File: src/lcd_seq_pkg.sv
// Package: request kinds, register indexes and the sequencer microcode table.
package lcd_seq_pkg;

    localparam int GLYPH_ROW_COUNT = 8;
    localparam int ROW_CNT_W       = $clog2(GLYPH_ROW_COUNT);
    localparam int PC_W            = 5;
    localparam int WAIT_W          = 16;
    localparam int CFG_INDEX_W     = 1;

    localparam logic [1:0] KIND_BYTE  = 2'd0;
    localparam logic [1:0] KIND_GOTO  = 2'd1;
    localparam logic [1:0] KIND_GLYPH = 2'd2;
    localparam logic [1:0] KIND_INIT  = 2'd3;

    localparam logic [CFG_INDEX_W-1:0] CFG_CURSOR_BLINK = 1'd0;
    localparam logic [CFG_INDEX_W-1:0] CFG_NIBBLE_WAIT  = 1'd1;

    localparam logic [WAIT_W-1:0] NIBBLE_WAIT_RESET = 16'd110;

    // entry points of the microprogram
    localparam logic [PC_W-1:0] PC_BYTE    = 5'd0;
    localparam logic [PC_W-1:0] PC_GOTO    = 5'd2;
    localparam logic [PC_W-1:0] PC_GLYPH   = 5'd4;
    localparam logic [PC_W-1:0] PC_ROW_TOP = 5'd6;
    localparam logic [PC_W-1:0] PC_INIT    = 5'd8;

    typedef enum logic [3:0] {
        NS_CONST,
        NS_BYTE_HI,
        NS_BYTE_LO,
        NS_GOTO_HI,
        NS_GOTO_LO,
        NS_CG_HI,
        NS_CG_LO,
        NS_ROW_HI,
        NS_ROW_LO,
        NS_BLINK_LO
    } t_nib_src;

    typedef enum logic [1:0] {
        SS_ZERO,
        SS_ONE,
        SS_IS_DATA
    } t_sel_src;

    typedef enum logic [2:0] {
        EX_NONE,
        EX_POWER_UP,
        EX_FUNC_SET,
        EX_SHORT,
        EX_ENTRY_MODE
    } t_extra;

    typedef enum logic [1:0] {
        FL_NEXT,
        FL_END,
        FL_ROW_LOOP
    } t_flow;

    typedef struct packed {
        t_nib_src   nib_src;
        logic [3:0] nib_const;
        t_sel_src   sel_src;
        t_extra     extra;
        t_flow      flow;
    } t_ctrl_word;

    function automatic t_ctrl_word ucode(input logic [PC_W-1:0] pc);
        t_ctrl_word w;
        w = '{nib_src: NS_CONST, nib_const: 4'h0, sel_src: SS_ZERO,
              extra: EX_NONE, flow: FL_END};
        case (pc)
            5'd0:  w = '{NS_BYTE_HI, 4'h0, SS_IS_DATA, EX_NONE, FL_NEXT};
            5'd1:  w = '{NS_BYTE_LO, 4'h0, SS_IS_DATA, EX_NONE, FL_END};
            5'd2:  w = '{NS_GOTO_HI, 4'h0, SS_ZERO, EX_NONE, FL_NEXT};
            5'd3:  w = '{NS_GOTO_LO, 4'h0, SS_ZERO, EX_NONE, FL_END};
            5'd4:  w = '{NS_CG_HI,   4'h0, SS_ZERO, EX_NONE, FL_NEXT};
            5'd5:  w = '{NS_CG_LO,   4'h0, SS_ZERO, EX_NONE, FL_NEXT};
            5'd6:  w = '{NS_ROW_HI,  4'h0, SS_ONE,  EX_NONE, FL_NEXT};
            5'd7:  w = '{NS_ROW_LO,  4'h0, SS_ONE,  EX_NONE, FL_ROW_LOOP};
            5'd8:  w = '{NS_CONST, 4'h3, SS_ZERO, EX_POWER_UP, FL_NEXT};
            5'd9:  w = '{NS_CONST, 4'h3, SS_ZERO, EX_FUNC_SET, FL_NEXT};
            5'd10: w = '{NS_CONST, 4'h3, SS_ZERO, EX_FUNC_SET, FL_NEXT};
            5'd11: w = '{NS_CONST, 4'h2, SS_ZERO, EX_SHORT, FL_NEXT};
            5'd12: w = '{NS_CONST, 4'h2, SS_ZERO, EX_NONE, FL_NEXT};
            5'd13: w = '{NS_CONST, 4'h8, SS_ZERO, EX_NONE, FL_NEXT};
            5'd14: w = '{NS_CONST, 4'h0, SS_ZERO, EX_NONE, FL_NEXT};
            5'd15: w = '{NS_BLINK_LO, 4'h0, SS_ZERO, EX_NONE, FL_NEXT};
            5'd16: w = '{NS_CONST, 4'h0, SS_ZERO, EX_NONE, FL_NEXT};
            5'd17: w = '{NS_CONST, 4'h1, SS_ZERO, EX_NONE, FL_NEXT};
            5'd18: w = '{NS_CONST, 4'h1, SS_ZERO, EX_ENTRY_MODE, FL_NEXT};
            5'd19: w = '{NS_CONST, 4'h6, SS_ZERO, EX_NONE, FL_NEXT};
            5'd20: w = '{NS_CONST, 4'h0, SS_ZERO, EX_NONE, FL_NEXT};
            5'd21: w = '{NS_CONST, 4'h2, SS_ZERO, EX_NONE, FL_END};
            default: w = '{NS_CONST, 4'h0, SS_ZERO, EX_NONE, FL_END};
        endcase
        return w;
    endfunction

    function automatic logic [PC_W-1:0] entry_pc(input logic [1:0] kind);
        logic [PC_W-1:0] pc;
        case (kind)
            KIND_BYTE:  pc = PC_BYTE;
            KIND_GOTO:  pc = PC_GOTO;
            KIND_GLYPH: pc = PC_GLYPH;
            default:    pc = PC_INIT;
        endcase
        return pc;
    endfunction

    function automatic logic [WAIT_W-1:0] extra_wait(input t_extra ex);
        logic [WAIT_W-1:0] v;
        case (ex)
            EX_POWER_UP:   v = 16'd15000;
            EX_FUNC_SET:   v = 16'd42000;
            EX_SHORT:      v = 16'd110;
            EX_ENTRY_MODE: v = 16'd5000;
            default:       v = 16'd0;
        endcase
        return v;
    endfunction

endpackage

File: src/char_lcd_nibble_sequencer.sv
// Character LCD 4-bit bus sequencer: microcoded request-to-nibble converter.
// An accepted request loads the step counter; the first step then loads the nibble output register.
// Throughput: one nibble per cycle from a single microcode step counter without output stalls;
// a request emits N nibbles (N = 2 byte/cursor, 18 glyph, 14 init) and blocks new requests until its last.
// Reset: synchronous active-low; clears busy/valid, cursor_blink to 0, nibble_wait to 110.
// The microprogram ROM and the glyph row counter set the per-request nibble count.
module char_lcd_nibble_sequencer (
    input  logic        i_clk,
    input  logic        i_rst_n,
    // configuration write port
    input  logic        i_cfg_wr_en,
    input  logic [lcd_seq_pkg::CFG_INDEX_W-1:0] i_cfg_index,
    input  logic [15:0] i_cfg_data,
    // request stream
    input  logic        s_axis_tvalid,
    output logic        s_axis_tready,
    // [7:0] byte_value, [13:8] column, [14] row, [17:15] glyph_code,
    // [81:18] glyph_rows, [87:82] zero
    input  logic [87:0] s_axis_tdata,
    // [1:0] kind, [2] is_data
    input  logic [2:0]  s_axis_tuser,
    // nibble stream
    output logic        m_axis_tvalid,
    input  logic        m_axis_tready,
    // [3:0] nibble, [19:4] wait_cycles, [23:20] zero
    output logic [23:0] m_axis_tdata,
    // [0] select_data
    output logic        m_axis_tuser,
    output logic        m_axis_tlast
);

    localparam int RW = lcd_seq_pkg::ROW_CNT_W;
    localparam int WW = lcd_seq_pkg::WAIT_W;

    // configuration registers
    logic          r_cursor_blink;
    logic [WW-1:0] r_nibble_wait;

    // captured request
    logic [7:0]  r_byte;
    logic        r_is_data;
    logic [5:0]  r_column;
    logic        r_row;
    logic [2:0]  r_glyph_code;
    logic [63:0] r_rows, n_rows;

    // sequencer control
    logic                       r_busy, n_busy;
    logic [lcd_seq_pkg::PC_W-1:0] r_pc, n_pc;
    logic [RW-1:0]              r_row_cnt, n_row_cnt;

    // output register
    logic          r_out_valid, n_out_valid;
    logic          r_out_sel, n_out_sel;
    logic [3:0]    r_out_nib, n_out_nib;
    logic [WW-1:0] r_out_wait, n_out_wait;
    logic          r_out_last, n_out_last;

    logic                   s_acc;
    logic                   step_en;
    lcd_seq_pkg::t_ctrl_word cw;
    logic [7:0]             goto_cmd;
    logic [7:0]             cg_cmd;
    logic [7:0]             blink_cmd;
    logic [WW:0]            wait_sum;
    logic                   row_done;

    assign s_axis_tready = !r_busy;
    assign s_acc         = s_axis_tvalid && s_axis_tready;
    // advance one step whenever the output register is free or being drained
    assign step_en       = r_busy && (!r_out_valid || m_axis_tready);

    assign cw        = lcd_seq_pkg::ucode(r_pc);
    assign goto_cmd  = 8'h80 + {2'b00, r_column} + {r_row, 6'b000000};
    assign cg_cmd    = {2'b01, r_glyph_code, 3'b000};
    assign blink_cmd = r_cursor_blink ? 8'h0F : 8'h0C;
    assign wait_sum  = {1'b0, r_nibble_wait} + {1'b0, lcd_seq_pkg::extra_wait(cw.extra)};
    assign row_done  = (r_row_cnt == RW'(lcd_seq_pkg::GLYPH_ROW_COUNT - 1));

    // datapath: pick the nibble and select level for the current step
    always_comb begin
        n_out_nib = cw.nib_const;
        case (cw.nib_src)
            lcd_seq_pkg::NS_BYTE_HI:  n_out_nib = r_byte[7:4];
            lcd_seq_pkg::NS_BYTE_LO:  n_out_nib = r_byte[3:0];
            lcd_seq_pkg::NS_GOTO_HI:  n_out_nib = goto_cmd[7:4];
            lcd_seq_pkg::NS_GOTO_LO:  n_out_nib = goto_cmd[3:0];
            lcd_seq_pkg::NS_CG_HI:    n_out_nib = cg_cmd[7:4];
            lcd_seq_pkg::NS_CG_LO:    n_out_nib = cg_cmd[3:0];
            lcd_seq_pkg::NS_ROW_HI:   n_out_nib = r_rows[7:4];
            lcd_seq_pkg::NS_ROW_LO:   n_out_nib = r_rows[3:0];
            lcd_seq_pkg::NS_BLINK_LO: n_out_nib = blink_cmd[3:0];
            default:                  n_out_nib = cw.nib_const;
        endcase

        case (cw.sel_src)
            lcd_seq_pkg::SS_ONE:     n_out_sel = 1'b1;
            lcd_seq_pkg::SS_IS_DATA: n_out_sel = r_is_data;
            default:                 n_out_sel = 1'b0;
        endcase

        // saturate the wait at the field's full scale
        n_out_wait = wait_sum[WW] ? {WW{1'b1}} : wait_sum[WW-1:0];
    end

    // sequencer: step counter, row loop and end of run
    always_comb begin
        n_busy      = r_busy;
        n_pc        = r_pc;
        n_row_cnt   = r_row_cnt;
        n_rows      = r_rows;
        n_out_valid = r_out_valid && !m_axis_tready;
        n_out_last  = 1'b0;

        if (s_acc) begin
            n_busy    = 1'b1;
            n_pc      = lcd_seq_pkg::entry_pc(s_axis_tuser[1:0]);
            n_row_cnt = '0;
            n_rows    = s_axis_tdata[81:18];
        end else if (step_en) begin
            n_out_valid = 1'b1;
            case (cw.flow)
                lcd_seq_pkg::FL_NEXT: begin
                    n_pc = r_pc + 1'b1;
                end
                lcd_seq_pkg::FL_ROW_LOOP: begin
                    if (row_done) begin
                        n_busy     = 1'b0;
                        n_out_last = 1'b1;
                    end else begin
                        // jump back for the next row byte
                        n_pc      = lcd_seq_pkg::PC_ROW_TOP;
                        n_row_cnt = r_row_cnt + 1'b1;
                        n_rows    = {8'h00, r_rows[63:8]};
                    end
                end
                default: begin
                    n_busy     = 1'b0;
                    n_out_last = 1'b1;
                end
            endcase
        end
    end

    always_ff @(posedge i_clk) begin
        if (!i_rst_n) begin
            r_busy         <= 1'b0;
            r_out_valid    <= 1'b0;
            r_pc           <= '0;
            r_row_cnt      <= '0;
            r_cursor_blink <= 1'b0;
            r_nibble_wait  <= lcd_seq_pkg::NIBBLE_WAIT_RESET;
        end else begin
            r_busy      <= n_busy;
            r_out_valid <= n_out_valid;
            r_pc        <= n_pc;
            r_row_cnt   <= n_row_cnt;
            if (i_cfg_wr_en) begin
                case (i_cfg_index)
                    lcd_seq_pkg::CFG_CURSOR_BLINK: r_cursor_blink <= i_cfg_data[0];
                    lcd_seq_pkg::CFG_NIBBLE_WAIT:  r_nibble_wait  <= i_cfg_data;
                    default: ;
                endcase
            end
        end
    end

    // payload registers: capture the request, load the output on each step
    always_ff @(posedge i_clk) begin
        r_rows <= n_rows;
        if (s_acc) begin
            r_byte       <= s_axis_tdata[7:0];
            r_column     <= s_axis_tdata[13:8];
            r_row        <= s_axis_tdata[14];
            r_glyph_code <= s_axis_tdata[17:15];
            r_is_data    <= s_axis_tuser[2];
        end
        if (step_en) begin
            r_out_sel  <= n_out_sel;
            r_out_nib  <= n_out_nib;
            r_out_wait <= n_out_wait;
            r_out_last <= n_out_last;
        end
    end

    assign m_axis_tvalid = r_out_valid;
    assign m_axis_tdata  = {4'h0, r_out_wait, r_out_nib};
    assign m_axis_tuser  = r_out_sel;
    assign m_axis_tlast  = r_out_last;

endmodule
File: config.mk
export PLATFORM = sky130hd
export DESIGN_NAME = char_lcd_nibble_sequencer
export DESIGN_NICKNAME = d
export VERILOG_FILES = /design/src/lcd_seq_pkg.sv /design/src/char_lcd_nibble_sequencer.sv
export SDC_FILE = /design/constraint.sdc
export NUM_CORES = 1
export LEC_CHECK = 0
export ABC_AREA = 1
export BUFFER_PORTS_ARGS = -buffer_cell sky130_fd_sc_hd__buf_2
export CORE_MARGIN = 1
export CORE_UTILIZATION = 51
export CTS_CLUSTER_SIZE = 14
export DETAILED_ROUTE_END_ITERATION = 16
export MAX_ROUTING_LAYER = met4
export PLACE_DENSITY = 0.72
export SLEW_MARGIN = 20
export SYNTH_ARGS = -nofsm -noshare
export SYNTH_HDL_FRONTEND = slang
export SYNTH_SLANG_ARGS = --single-unit
File: constraint.sdc
create_clock -name i_clk -period 5.45 [get_ports i_clk]
set_input_delay 0.8175 -clock i_clk [delete_from_list [all_inputs] [get_ports i_clk]]
set_output_delay 0.8175 -clock i_clk [all_outputs]
set_load 0.01 [all_outputs]
Word level (Yosys, flattened, before mapping) --
Memory sizes are Yosys's and may differ from the RTL's. A register that Yosys moved wholly into a read port is not among the register bits. Cells that the tools add are included.
Word-level totals: register bits 132, memory bits (read-only) 480, input port bits 113, logic and storage cells 90, memories kept 1
Cells by class: add/subtract/negate cells 5, equality and inequality tests 23, mux-type cells 23, bitwise gates (word level) 3, reduce and logical (&&, ||, !) cells 19
Memories:
- (name not given) | words 32, bits a word 15, rd ports 1, clocked after Yosys merged registers in 1, write ports 0, RTL line lcd_seq_pkg.sv:72 | case (pc)
Operators by type and width (count):
- $mux W64 | 4
- $pmux W16 S4 | 1
- $pmux W4 S9 | 1
- $mux W5 | 5
- $add A16 B16 Y17 | 1
- $eq A4 B3 Y1 const B | 4
- $pmux W4 S3 | 1
- $reduce_and A3 Y1 | 4
- $pmux W5 S2 | 1
- $add A8 B6 Y8 const A | 1
- $add A8 B7 Y8 | 1
- $eq A4 B2 Y1 const B | 2
- $eq A4 B4 Y1 const B | 2
- $eq A2 B2 Y1 const B | 3
- $eq A3 B2 Y1 const B | 2
- $eq A3 B3 Y1 const B | 2
- $mux W1 | 6
- $ne A3 B3 Y1 const B | 2
- $pmux W1 S2 | 3
- $add A5 B1 Y5 const B | 1
- $eq A2 B1 Y1 const B | 2
- $eq A4 B1 Y1 const B | 1
- $logic_not A2 Y1 | 2
- $ne A2 B2 Y1 const B | 2
- other kinds (11) | 19

Logic depth before layout (Yosys ltp) --
Gate-level depths: netlist of run 1.
depth in word-level cells 7, gate-level depth with buffers 15, mapped depth without buffers 15

Least setup slack after synthesis of run 1 --
OpenSTA, ideal clock, no wires.
path type input to register, from input m_axis_tready, to register r_rows[0] (enable), data arrival time 3.820 ns, required time 4.964 ns, setup slack 1.144 ns, stages on the path 6, path buffers 0, cell sequence inv_1 -> nand2_1 -> nand2_1 -> nand2_1 -> nand2_2 -> nor2_1
On the way: word-level cells in the longest chain between the ends 4
Ends and longest elaborated chain:
- from (decl) | RTL line char_lcd_nibble_sequencer.sv:24 | input logic m_axis_tready,
- $logic_or A1 B1 Y1 | RTL line char_lcd_nibble_sequencer.sv:71 | assign step_en = r_busy && (!r_out_valid || m_axis_tready);
- $logic_and A1 B1 Y1 | RTL line char_lcd_nibble_sequencer.sv:71
- $reduce_bool A2 Y1 (no source line)
- $reduce_and A3 Y1 (no source line)
- to (signal assigned) | RTL line char_lcd_nibble_sequencer.sv:170 | r_rows <= n_rows;
- to (decl) | RTL line char_lcd_nibble_sequencer.sv:45 | logic [63:0] r_rows, n_rows;
Every way passes these cells. A chain may end at the register's enable or synchronous reset.

Worst setup path in the final report of run 1 --
from register, netlist name cw[2], to register r_out_wait[12], data pin
On the way: word-level cells in the longest chain between the ends 3
Ends and longest elaborated chain:
- $eq A3 B3 Y1 (tied with other cells) | RTL line lcd_seq_pkg.sv:113 | case (ex)
- $pmux W16 S4 (*) | RTL line lcd_seq_pkg.sv:113
- $add A16 B16 Y17 (*) | RTL line char_lcd_nibble_sequencer.sv:77 | assign wait_sum = {1'b0, r_nibble_wait} + {1'b0, lcd_seq_pkg::extra_wait(cw.extra)};
- to (signal assigned) | RTL line char_lcd_nibble_sequencer.sv:181 | r_out_wait <= n_out_wait;
- to (decl) | RTL line char_lcd_nibble_sequencer.sv:56 | logic [WW-1:0] r_out_wait, n_out_wait;
Every way passes the cells marked *; elsewhere a longest branch is shown, timed or not.

==> metrics.txt, run 1 <==
reg2reg setup slack 2.42 ns; top cells by area in the synthesized netlist edfxtp_1, nand2_1, dfxtp_1; vias in the first global route 5113; largest net degree at the start of global routing 76; Syn Std Cell Area 7130 µm²; TNS Setup 0 ns; WS Path Type reg -> reg; Worst-Margin Slew 0.929 ns; Layout Skew 0.0114 ns; filler cell count 1162; Starting Density 0.530; final slew viol count 0; outcome complete, no violations; Distinct cells, synth 43; reg2reg start cw[2]; post-synth top area share 0.442; NetSw 796 µW; cts-stage hold buffer count 0; maximum clock frequency 331 MHz; DIE HEIGHT 120 µm; EDFF count, synth 105; async set or reset register ratio after synthesis 0; H-Tree Depth 4; core area 13500 µm²; Worst slew margin 0.380; PnR Total Power 3000 µW; Clock power frac 0.399; yosys warns 0; RSZ-0062 raised after global routing false; Seq/Total Area, Yosys 0.560; minimum clock period after layout 3.03 ns; die area 14400 µm²; Req. time, crit path 5.59 ns; first-pass GRT wire length 24.0 mm; crit start category register; Crit path buffers/inverters 2; Mapped Cells 801; CP Max Fanout 16; Tot GR Track Use 0.224; post-layout net count 1062; io pins 141; wire length per cell 13.4 µm; max layer used met4; CTS tree built; Pleak 0.00402 µW; r2r endpoint r_out_wait[12]; Comb pwr share 0.148; CTS root buffer clkbuf_16; Rows 42; synthesis-stage register bit count 147; share of cells above drive strength 1 0.215; critical path arrival 3.16 ns; Mapped Avg Cell Area 8.90 µm²; P&R area growth vs syn 19.3%; Worst setup EP type register; Routability Congestion 0.905; DP HPWL 10.3 mm; final hold vios 0; Max IR drop VDD 0.239 mV; final wirelength 15.0 mm; Routed met1 length 6.63 mm; DR pass1 iterations 5; max_cap viols 0; metal2 WL 7.19 mm; initial antenna violation count 1; routed vias/inst 5.02; PwrDens 353 nW/µm²; Final Cycle Share 0.555; Final ANT Viol Nets 0; clock tree buffer depth 2; Net Sw Frac 0.265; vias 5612; Sequential Power Share 0.454; drt initial violations 390; buffers added on ports 130; Met3 Wirelength 925 µm; Min-Delay Path Depth 2; DRC viols 0; Reg2Reg Depth 11; clock slew at reported path FFs 0.06 ns; Top Family by Delay on Critical Path compound AO/OA/AOI/OAI gates; Post-CTS Setup Bufs 0; Pint 2200 µW; CTS Buf Count 17; CP max-delay cell a21oi_4; Worst Hold Class reg -> reg; Die W 120 µm; Sink Count 147; Clk Latency, worst-skew pair 0.43 ns; hold_sp r_row_cnt[2]; hold endpoint r_row_cnt[2]; PostCTS Resize Cnt 0; total gr overflow 0; final setup fails 0; CP peak stage delay 0.51 ns; Synth area leader edfxtp_1; Cell Chain, Critical Path or2_2 > a21oi_1 > ha_1 > inv_1 > o21ai_0 > inv_1 > nor2_1 > nor2_1 > o21ai_0 > a21oi_4 > nand3_1; main flop type after synthesis edfxtp_1
[through the flow]
step	hold WS, ns	setup WS, ns	instance area (µm²)	instances	util
finish	0.465	2.42	8500	1119	0.632
global route	0.484	2.10	8500	1119	0.632
CTS	0.470	2.42	8500	1118	0.632
detailed placement	0.461	2.18	7890	1086	0.586
global placement	0.456	2.20	7890	1086	0.586
floorplan	0.430	1.14	7140	804	-
[synth_stat cells (2+ instances only)]
| cell | instances |
|---|---|
| o2111ai_1 | 4 |
| xor2_1 | 3 |
| o2111a_1 | 4 |
| o21ai_1 | 5 |
| o22ai_1 | 3 |
| dfxtp_1 | 42 |
| ha_1 | 20 |
| nor3b_1 | 2 |
| a21oi_1 | 19 |
| nand2_1 | 275 |
| nand4_1 | 8 |
| or2_2 | 2 |
| nand3_2 | 9 |
| inv_1 | 88 |
| edfxtp_1 | 105 |
| buf_4 | 4 |
| inv_2 | 5 |
| buf_6 | 2 |
| buf_1 | 5 |
| nand2_4 | 3 |
| nor2_2 | 3 |
| nand3_1 | 43 |
| o211ai_1 | 3 |
| nor3_1 | 9 |
| clkbuf_1 | 13 |
| o21ai_0 | 29 |
| a31oi_1 | 2 |
| nor2_1 | 66 |
| nand2_2 | 11 |
[sequential cells by signal (all words and copies together), names as in the netlist, 3 cells and up]
signal / flops
r_rows: 64
r_row_cnt: 3
r_byte: 8
r_out_wait: 16
r_pc: 5
cw: 15
r_glyph_code: 3
r_nibble_wait: 16
r_out_nib: 4
r_column: 6
[cell families (layout without fill, tap and decap cells)]
| family | count (synthesis) | after routing | synth area share |
|---|---|---|---|
| AO/OA/AOI/OAI | 71 | 71 | 0.0593 |
| XOR/XNOR | 3 | 3 | 0.00369 |
| adder cells (fa/ha/maj) | 20 | 20 | 0.0351 |
| buffers and inverters | 120 | 258 | 0.0692 |
| flip-flops | 147 | 147 | 0.560 |
| other | 1 | 5 | 0.000526 |
| AND/OR/NAND/NOR | 439 | 439 | 0.272 |
[final cells by class]
type / instances / area [µm²] / share of cell area
Sequential cell: 147 / 3990 / 0.470
Multi-Input combinational cell: 537 / 2660 / 0.313
Timing Repair Buffer: 132 / 666 / 0.0783
Clock buffer: 18 / 429 / 0.0505
Inverter: 94 / 353 / 0.0415
Tap cell: 176 / 220 / 0.0259
Clock inverter: 14 / 178 / 0.0209
Antenna cell: 1 / 2.50 / 0.000294
[power by group through the flow]
stage	Sequential, µW	Combinational [µW]	Clock, µW
after floorplan	1390	303	0
after global placement	1380	433	0
after detailed placement	1380	440	0
after CTS	1360	446	1220
after global routing	1370	501	1260
final	1360	444	1200
[worst max-delay path by stage]
stage / start / endpoint / slack, ns / cells after the start
after detailed placement: s_axis_tvalid / r_rows[34] / 2.18 / 6
final: cw[2] / r_out_wait[12] / 2.42 / 11
after floorplan: m_axis_tready / r_rows[0] / 1.14 / 6
after CTS: cw[2] / r_out_wait[12] / 2.42 / 11
after global routing: cw[2] / r_out_wait[1] / 2.10 / 11
after global placement: s_axis_tvalid / r_rows[33] / 2.20 / 6
[layout by cell type (no fill, tap or decap), types with 4 or more instances in the layout]
cell type,instances
nor3_1,9
nand2_1,275
buf_2,130
conb_1,4
dfxtp_1,42
inv_6,4
o2111a_1,4
nand3_1,43
o21ai_1,5
inv_2,5
edfxtp_1,105
ha_1,20
clkbuf_16,17
a21oi_1,19
nand3_2,9
inv_1,88
nand2_2,11
nor2_1,65
o2111ai_1,4
nand4_1,8
o21ai_0,29
[tightest hold or removal path: stages, from the launching register on]
cell	delay [ns]
dfxtp_1	0.31
nand2_1	0.06
a21oi_1	0.05
[routing by layer]
metal  GRT usage  vias to the layer above
met3      0.0604                       21
met1       0.284                     2563
met2       0.341                      158
met4      0.0914                        0
li1            -                     2870
met5           -                        -
No activity file was read; power rests on OpenSTA's default activity.
==> run 2, diff against run 1 <==
CORE_UTILIZATION = 50   (was 51)
PLACE_DENSITY = 0.73   (was 0.72)
clock period = 2.7 ns   (was 5.45 ns; I/O delays follow)
==> run 2 against run 1 <==
  * Via count decreased by 0.11%
  * Highest routed layer unchanged
  * First-iteration DRC count decreased by 3.8%
  * Non-clock buffer count increased by 11
  * Critical endpoint is now r_out_wait[15]
  * Die area increased by 2.0%
==> metrics.txt, run 2 (same netlist as run 1, synthesis figures left out) <==
maximum clock frequency 390 MHz (was 331 MHz); M3 GR Usage 0.0503 (was 0.0604); H-Tree Depth 4 (unchanged); drt initial violations 375 (was 390); RSZ-0062 raised after global routing false (unchanged); Worst slew margin 0.585 (was 0.380); wire length per cell 13.0 µm (was 13.4 µm); vias in the first global route 5047 (was 5113); Worst Hold Class in -> reg (was reg -> reg); Final ANT Viol Nets 0 (unchanged); Pleak 0.00406 µW (was 0.00402 µW); Sequential Power Share 0.459 (was 0.454); final wirelength 14.7 mm (was 15.0 mm); io pins 141 (unchanged); Max IR drop VDD 0.481 mV (was 0.239 mV); filler cell count 1189 (was 1162); CTS root buffer clkbuf_16 (unchanged); Die W 121 µm (was 120 µm); Top Family by Delay on Critical Path simple AND/OR/NAND/NOR gates (was compound AO/OA/AOI/OAI gates); share of cells above drive strength 1 0.226 (was 0.215); CTS Buf Count 17 (unchanged); die area 14700 µm² (was 14400 µm²); DP HPWL 10.4 mm (was 10.3 mm); Tot GR Track Use 0.213 (was 0.224); max_cap viols 0 (unchanged); Worst-Margin Slew 0.623 ns (was 0.929 ns); Comb pwr share 0.154 (was 0.148); Antenna Diode Count 0 (was 1); critical path arrival 2.73 ns (was 3.16 ns); commonest cells after routing, fill and taps aside nand2_1, buf_2, edfxtp_1, inv_1, nor2_1 (unchanged); Req. time, crit path 2.86 ns (was 5.59 ns); DR pass1 iterations 5 (unchanged); Cell Chain, Critical Path inv_2 > or2_2 > a21oi_1 > ha_1 > inv_1 > o21ai_0 > inv_1 > nor2_1 > nor2_1 > o21ai_0 > a21oi_4 > buf_4 > nand3_1 (was or2_2 > a21oi_1 > ha_1 > inv_1 > o21ai_0 > inv_1 > nor2_1 > nor2_1 > o21ai_0 > a21oi_4 > nand3_1); DIE HEIGHT 121 µm (was 120 µm); Starting Density 0.513 (was 0.530); final slew viol count 0 (unchanged); largest net degree at the start of global routing 65 (was 76); P&R area growth vs syn 20.3% (was 19.3%); total gr overflow 0 (unchanged); PnR Total Power 5970 µW (was 3000 µW); Pint 4370 µW (was 2200 µW); CP max-delay cell dfxtp_1 (was a21oi_4); final setup fails 0 (unchanged); PostCTS Resize Cnt 0 (unchanged); first-pass GRT wire length 23.3 mm (was 24.0 mm); cts-stage hold buffer count 0 (unchanged); Rows 43 (was 42); CTS tree built (unchanged); Final Cycle Share 0.951 (was 0.555); GRT Max-Usage Layer met2 (unchanged); routed vias/inst 4.95 (was 5.02); clock slew at reported path FFs 0.06 ns (about the same); Worst setup EP type register (unchanged); buffers added on ports 130 (unchanged); WS Path Type reg -> reg (unchanged); final hold vios 0 (unchanged); Sink Count 147 (unchanged); Crit path buffers/inverters 4 (was 2); minimum clock period after layout 2.57 ns (was 3.03 ns); PwrDens 697 nW/µm² (was 353 nW/µm²); Net Sw Frac 0.268 (was 0.265); outcome complete, no violations (unchanged); crit start category register (unchanged); vias 5606 (was 5612); Routability Congestion 0.878 (was 0.905); worst hold margin 0.163 ns (was 0.465 ns); commonest non-fill, non-tap cell in the layout nand2_1 (unchanged); Post-CTS Setup Bufs 0 (unchanged); CP peak stage delay 0.36 ns (was 0.51 ns); top flop regs r_rows x64, r_nibble_wait x16, r_out_wait x16 (unchanged); NetSw 1600 µW (was 796 µW); TNS Setup 0 ns (unchanged); GR Layer Usage met2 0.320 (was 0.341); core area 13900 µm² (was 13500 µm²); Clock power frac 0.387 (was 0.399); initial antenna violation count 0 (was 1); CP Max Fanout 8 (was 16); DRC viols 0 (unchanged); Top reg by flops r_rows (unchanged); Layout Skew 0.0119 ns (was 0.0114 ns); max reg flops 64 (unchanged); GRT met1 Usage 0.279 (was 0.284); post-layout net count 1073 (was 1062); Clk Latency, worst-skew pair 0.42 ns (was 0.43 ns); clock tree buffer depth 2 (unchanged)
[run 2: worst paths after layout]
kind	start	end	slack [ns]	cells past startpoint
worst max-delay path	cw[4]	r_out_wait[15]	0.13	13
worst min-delay path	s_axis_tdata[14]	r_row	0.16	1
worst max register to register	cw[4]	r_out_wait[15]	0.13	13
worst min register to register	r_row_cnt[2]	r_row_cnt[2]	0.47	2
[run 2: per-stage QoR]
stage / utilization / cells / cell area, µm² / setup slack [ns]
global placement: 0.576 / 1101 / 7990 / 0.216
finish: 0.618 / 1133 / 8570 / 0.134
detailed placement: 0.576 / 1101 / 7990 / 0.172
global route: 0.618 / 1133 / 8570 / 0.0105
floorplan: - / 804 / 7140 / 0.276
CTS: 0.618 / 1133 / 8570 / 0.143
[run 2: layer usage]
layer | vias up | wire, µm
li1 | 2896 | -
met1 | 2521 | 6820
met2 | 169 | 6760
met3 | 20 | 883
met4 | 0 | 218
met5 | - | 0
[run 2: final cells by class]
cell class,count,area (µm²),area share
multi-input combinational,537,2660,0.310
clock inverter,14,153,0.0178
timing repair buffer,143,761,0.0887
sequential,147,3990,0.466
clock buffer,18,429,0.0501
tap,180,225,0.0263
inverter,94,353,0.0412
[run 2: worst reg2reg max path, stage by stage (launching register included)]
cell     delay (ns)
dfxtp_1        0.36
inv_2          0.10
or2_2          0.31
a21oi_1        0.20
ha_1           0.32
inv_1          0.09
o21ai_0        0.08
inv_1          0.07
nor2_1         0.04
nor2_1         0.16
o21ai_0        0.16
a21oi_4        0.15
buf_4          0.19
nand3_1        0.09
[run 2: power by group through the flow]
stage | Clock (µW) | Combinational [µW] | Sequential, µW
after CTS | 2340 | 925 | 2740
after floorplan | 0 | 615 | 2790
final | 2310 | 922 | 2740
after global placement | 0 | 907 | 2780
after detailed placement | 0 | 917 | 2790
after global routing | 2450 | 1040 | 2760
==> run 3, diff against run 2 <==
--- a/config.mk
+++ b/config.mk
@@ -15,2 +15,3 @@
 export PLACE_DENSITY = 0.73
+export SKIP_CTS_REPAIR_TIMING = 1
 export SLEW_MARGIN = 20
==> constraint.sdc (replaced) <==
create_clock -name i_clk -period 2.7 [get_ports i_clk]
set_input_delay 0.135 -clock i_clk [delete_from_list [all_inputs] [get_ports i_clk]]
set_output_delay 0.135 -clock i_clk [all_outputs]
set_load 0.01 [all_outputs]
==> run 3 against run 2 <==
  * The run now ends with negative hold slack left
  * Highest routed layer unchanged
  * Combinational power grew 11%
  * Critical path depth did not move
  * Clock skew up 0.0010 ns
  * Critical endpoint is now r_out_wait[9]
  * First-iteration DRC count increased by 17%
==> metrics.txt, run 3 (same netlist as run 1, synthesis figures left out) <==
wire length per cell 13.8 µm (was 13.0 µm); critical path arrival 2.66 ns (was 2.73 ns); clock tree buffer depth 2 (unchanged); DR pass1 iterations 5 (unchanged); routed vias/inst 4.91 (was 4.95); minimum clock period after layout 2.50 ns (was 2.57 ns); core area 13900 µm² (unchanged); commonest non-fill, non-tap cell in the layout nand2_1 (unchanged); Antenna Diode Count 0 (unchanged); maximum clock frequency 400 MHz (was 390 MHz); Starting Density 0.513 (unchanged); Final ANT Viol Nets 0 (unchanged); outcome finished, violations left (was complete, no violations); post-placement cell count 1100 (was 1101); max_cap viols 0 (unchanged); DP HPWL 10.4 mm (about the same); commonest cells after routing, fill and taps aside nand2_1, buf_2, edfxtp_1, inv_1, dlygate4sd3_1 (was nand2_1, buf_2, edfxtp_1, inv_1, nor2_1); vias 5925 (was 5606); Layout Skew 0.0129 ns (was 0.0119 ns); CTS tree built (unchanged); final hold vios 6 (was 0); Die W 121 µm (unchanged); Clk Latency, worst-skew pair 0.43 ns (was 0.42 ns); top flop regs r_rows x64, r_nibble_wait x16, r_out_wait x16 (unchanged); Worst slew margin 0.569 (was 0.585); first-pass GRT wire length 23.4 mm (was 23.3 mm); max reg flops 64 (unchanged); Tot GR Track Use 0.214 (was 0.213); Worst setup EP type register (unchanged); DRC viols 0 (unchanged); PnR Total Power 6240 µW (was 5970 µW); clock slew at reported path FFs 0.07 ns (was 0.06 ns); Sink Count 147 (unchanged); CP max-delay cell dfxtp_1 (unchanged); P&R area growth vs syn 31.1% (was 20.3%); Routability Congestion 0.878 (unchanged); final slew viol count 0 (unchanged); final wirelength 16.6 mm (was 14.7 mm); CP Max Fanout 8 (unchanged); final setup fails 0 (unchanged); Req. time, crit path 2.86 ns (about the same); CTS Buf Count 17 (unchanged); final non-filler cell total 1206 (was 1133); CP peak stage delay 0.36 ns (about the same); violated checks negative hold slack; RSZ-0062 raised after global routing false (unchanged); Rows 43 (unchanged); crit start category register (unchanged); io pins 141 (unchanged); buffers added on ports 130 (unchanged); Pleak 0.00439 µW (was 0.00406 µW); H-Tree Depth 4 (unchanged); die area 14700 µm² (unchanged); CTS root buffer clkbuf_16 (unchanged); largest net degree at the start of global routing 65 (unchanged); filler cell count 1095 (was 1189); drt initial violations 440 (was 375); total gr overflow 0 (unchanged); initial antenna violation count 0 (unchanged); WS Path Type reg -> reg (unchanged); Worst Hold Class in -> reg (unchanged); fin util 0.673 (was 0.618); TNS Setup 0 ns (unchanged); Max IR drop VDD 0.460 mV (was 0.481 mV); Worst-Margin Slew 0.647 ns (was 0.623 ns); Final Cycle Share 0.926 (was 0.951); DIE HEIGHT 121 µm (unchanged); share of cells above drive strength 1 0.210 (was 0.226); vias in the first global route 4999 (was 5047); PwrDens 668 nW/µm² (was 697 nW/µm²); Top reg by flops r_rows (unchanged); reg2reg setup slack 0.20 ns (was 0.13 ns); Cell Chain, Critical Path inv_2 > or2_2 > a21oi_1 > ha_1 > inv_1 > o21ai_0 > inv_1 > nor2_1 > nor2_2 > o21ai_0 > a21oi_4 > buf_4 > nand3_2 (was inv_2 > or2_2 > a21oi_1 > ha_1 > inv_1 > o21ai_0 > inv_1 > nor2_1 > nor2_1 > o21ai_0 > a21oi_4 > buf_4 > nand3_1); post-layout net count 1146 (was 1073); worst hold margin -0.0246 ns (was 0.163 ns)
run 3: cell types whose count changed in the layout (fill, tap and decap cells not counted), moves of 2 or more:
cell	change
inv_6	+4
clkinvlp_4	-4
dlygate4sd3_1	+74
clkinv_2	-2
run 3: power breakdown:
group	internal, µW	switching (µW)	total [µW]
clock	1480	997	2480
sequential	2660	78.3	2740
combinational	408	614	1020
run 3: cell type report:
class | count | area (µm²) | area share
inverters | 94 | 353 | 0.0378
well taps | 180 | 225 | 0.0241
clock buffers | 17 | 425 | 0.0455
multi-input cells | 537 | 2660 | 0.285
flip-flops and latches | 147 | 3990 | 0.427
repair buffers | 216 | 1490 | 0.160
clock inverters | 15 | 193 | 0.0206
run 3: stage by stage:
step | setup WS (ns) | cell area [µm²]
floorplan | 0.276 | 7140
CTS | 0.150 | 8600
global placement | 0.231 | 7980
finish | 0.199 | 9340
global route | 0.0315 | 9340
detailed placement | 0.187 | 7980
run 3: path summary, 6_finish.rpt:
check,start,end,depth (start not counted)
setup / recovery,cw[4],r_out_wait[9],13
hold / removal,s_axis_tdata[59],r_rows[41],3
setup reg to reg,cw[4],r_out_wait[9],13
hold reg to reg,r_row_cnt[2],r_row_cnt[2],2
run 3: per-layer routing:
layer	wire, µm	global-route usage
met5	0	-
met4	217	0.0702
met2	7960	0.313
met1	7550	0.292
met3	859	0.0536
run 3: critical path, delay by kind of cell (launching register included):
kind	cells	cell delay [ns]
fa+ha+maj	1	0.32
compound gates	4	0.57
simple gates	4	0.55
buf+inv	4	0.45
flops	1	0.36
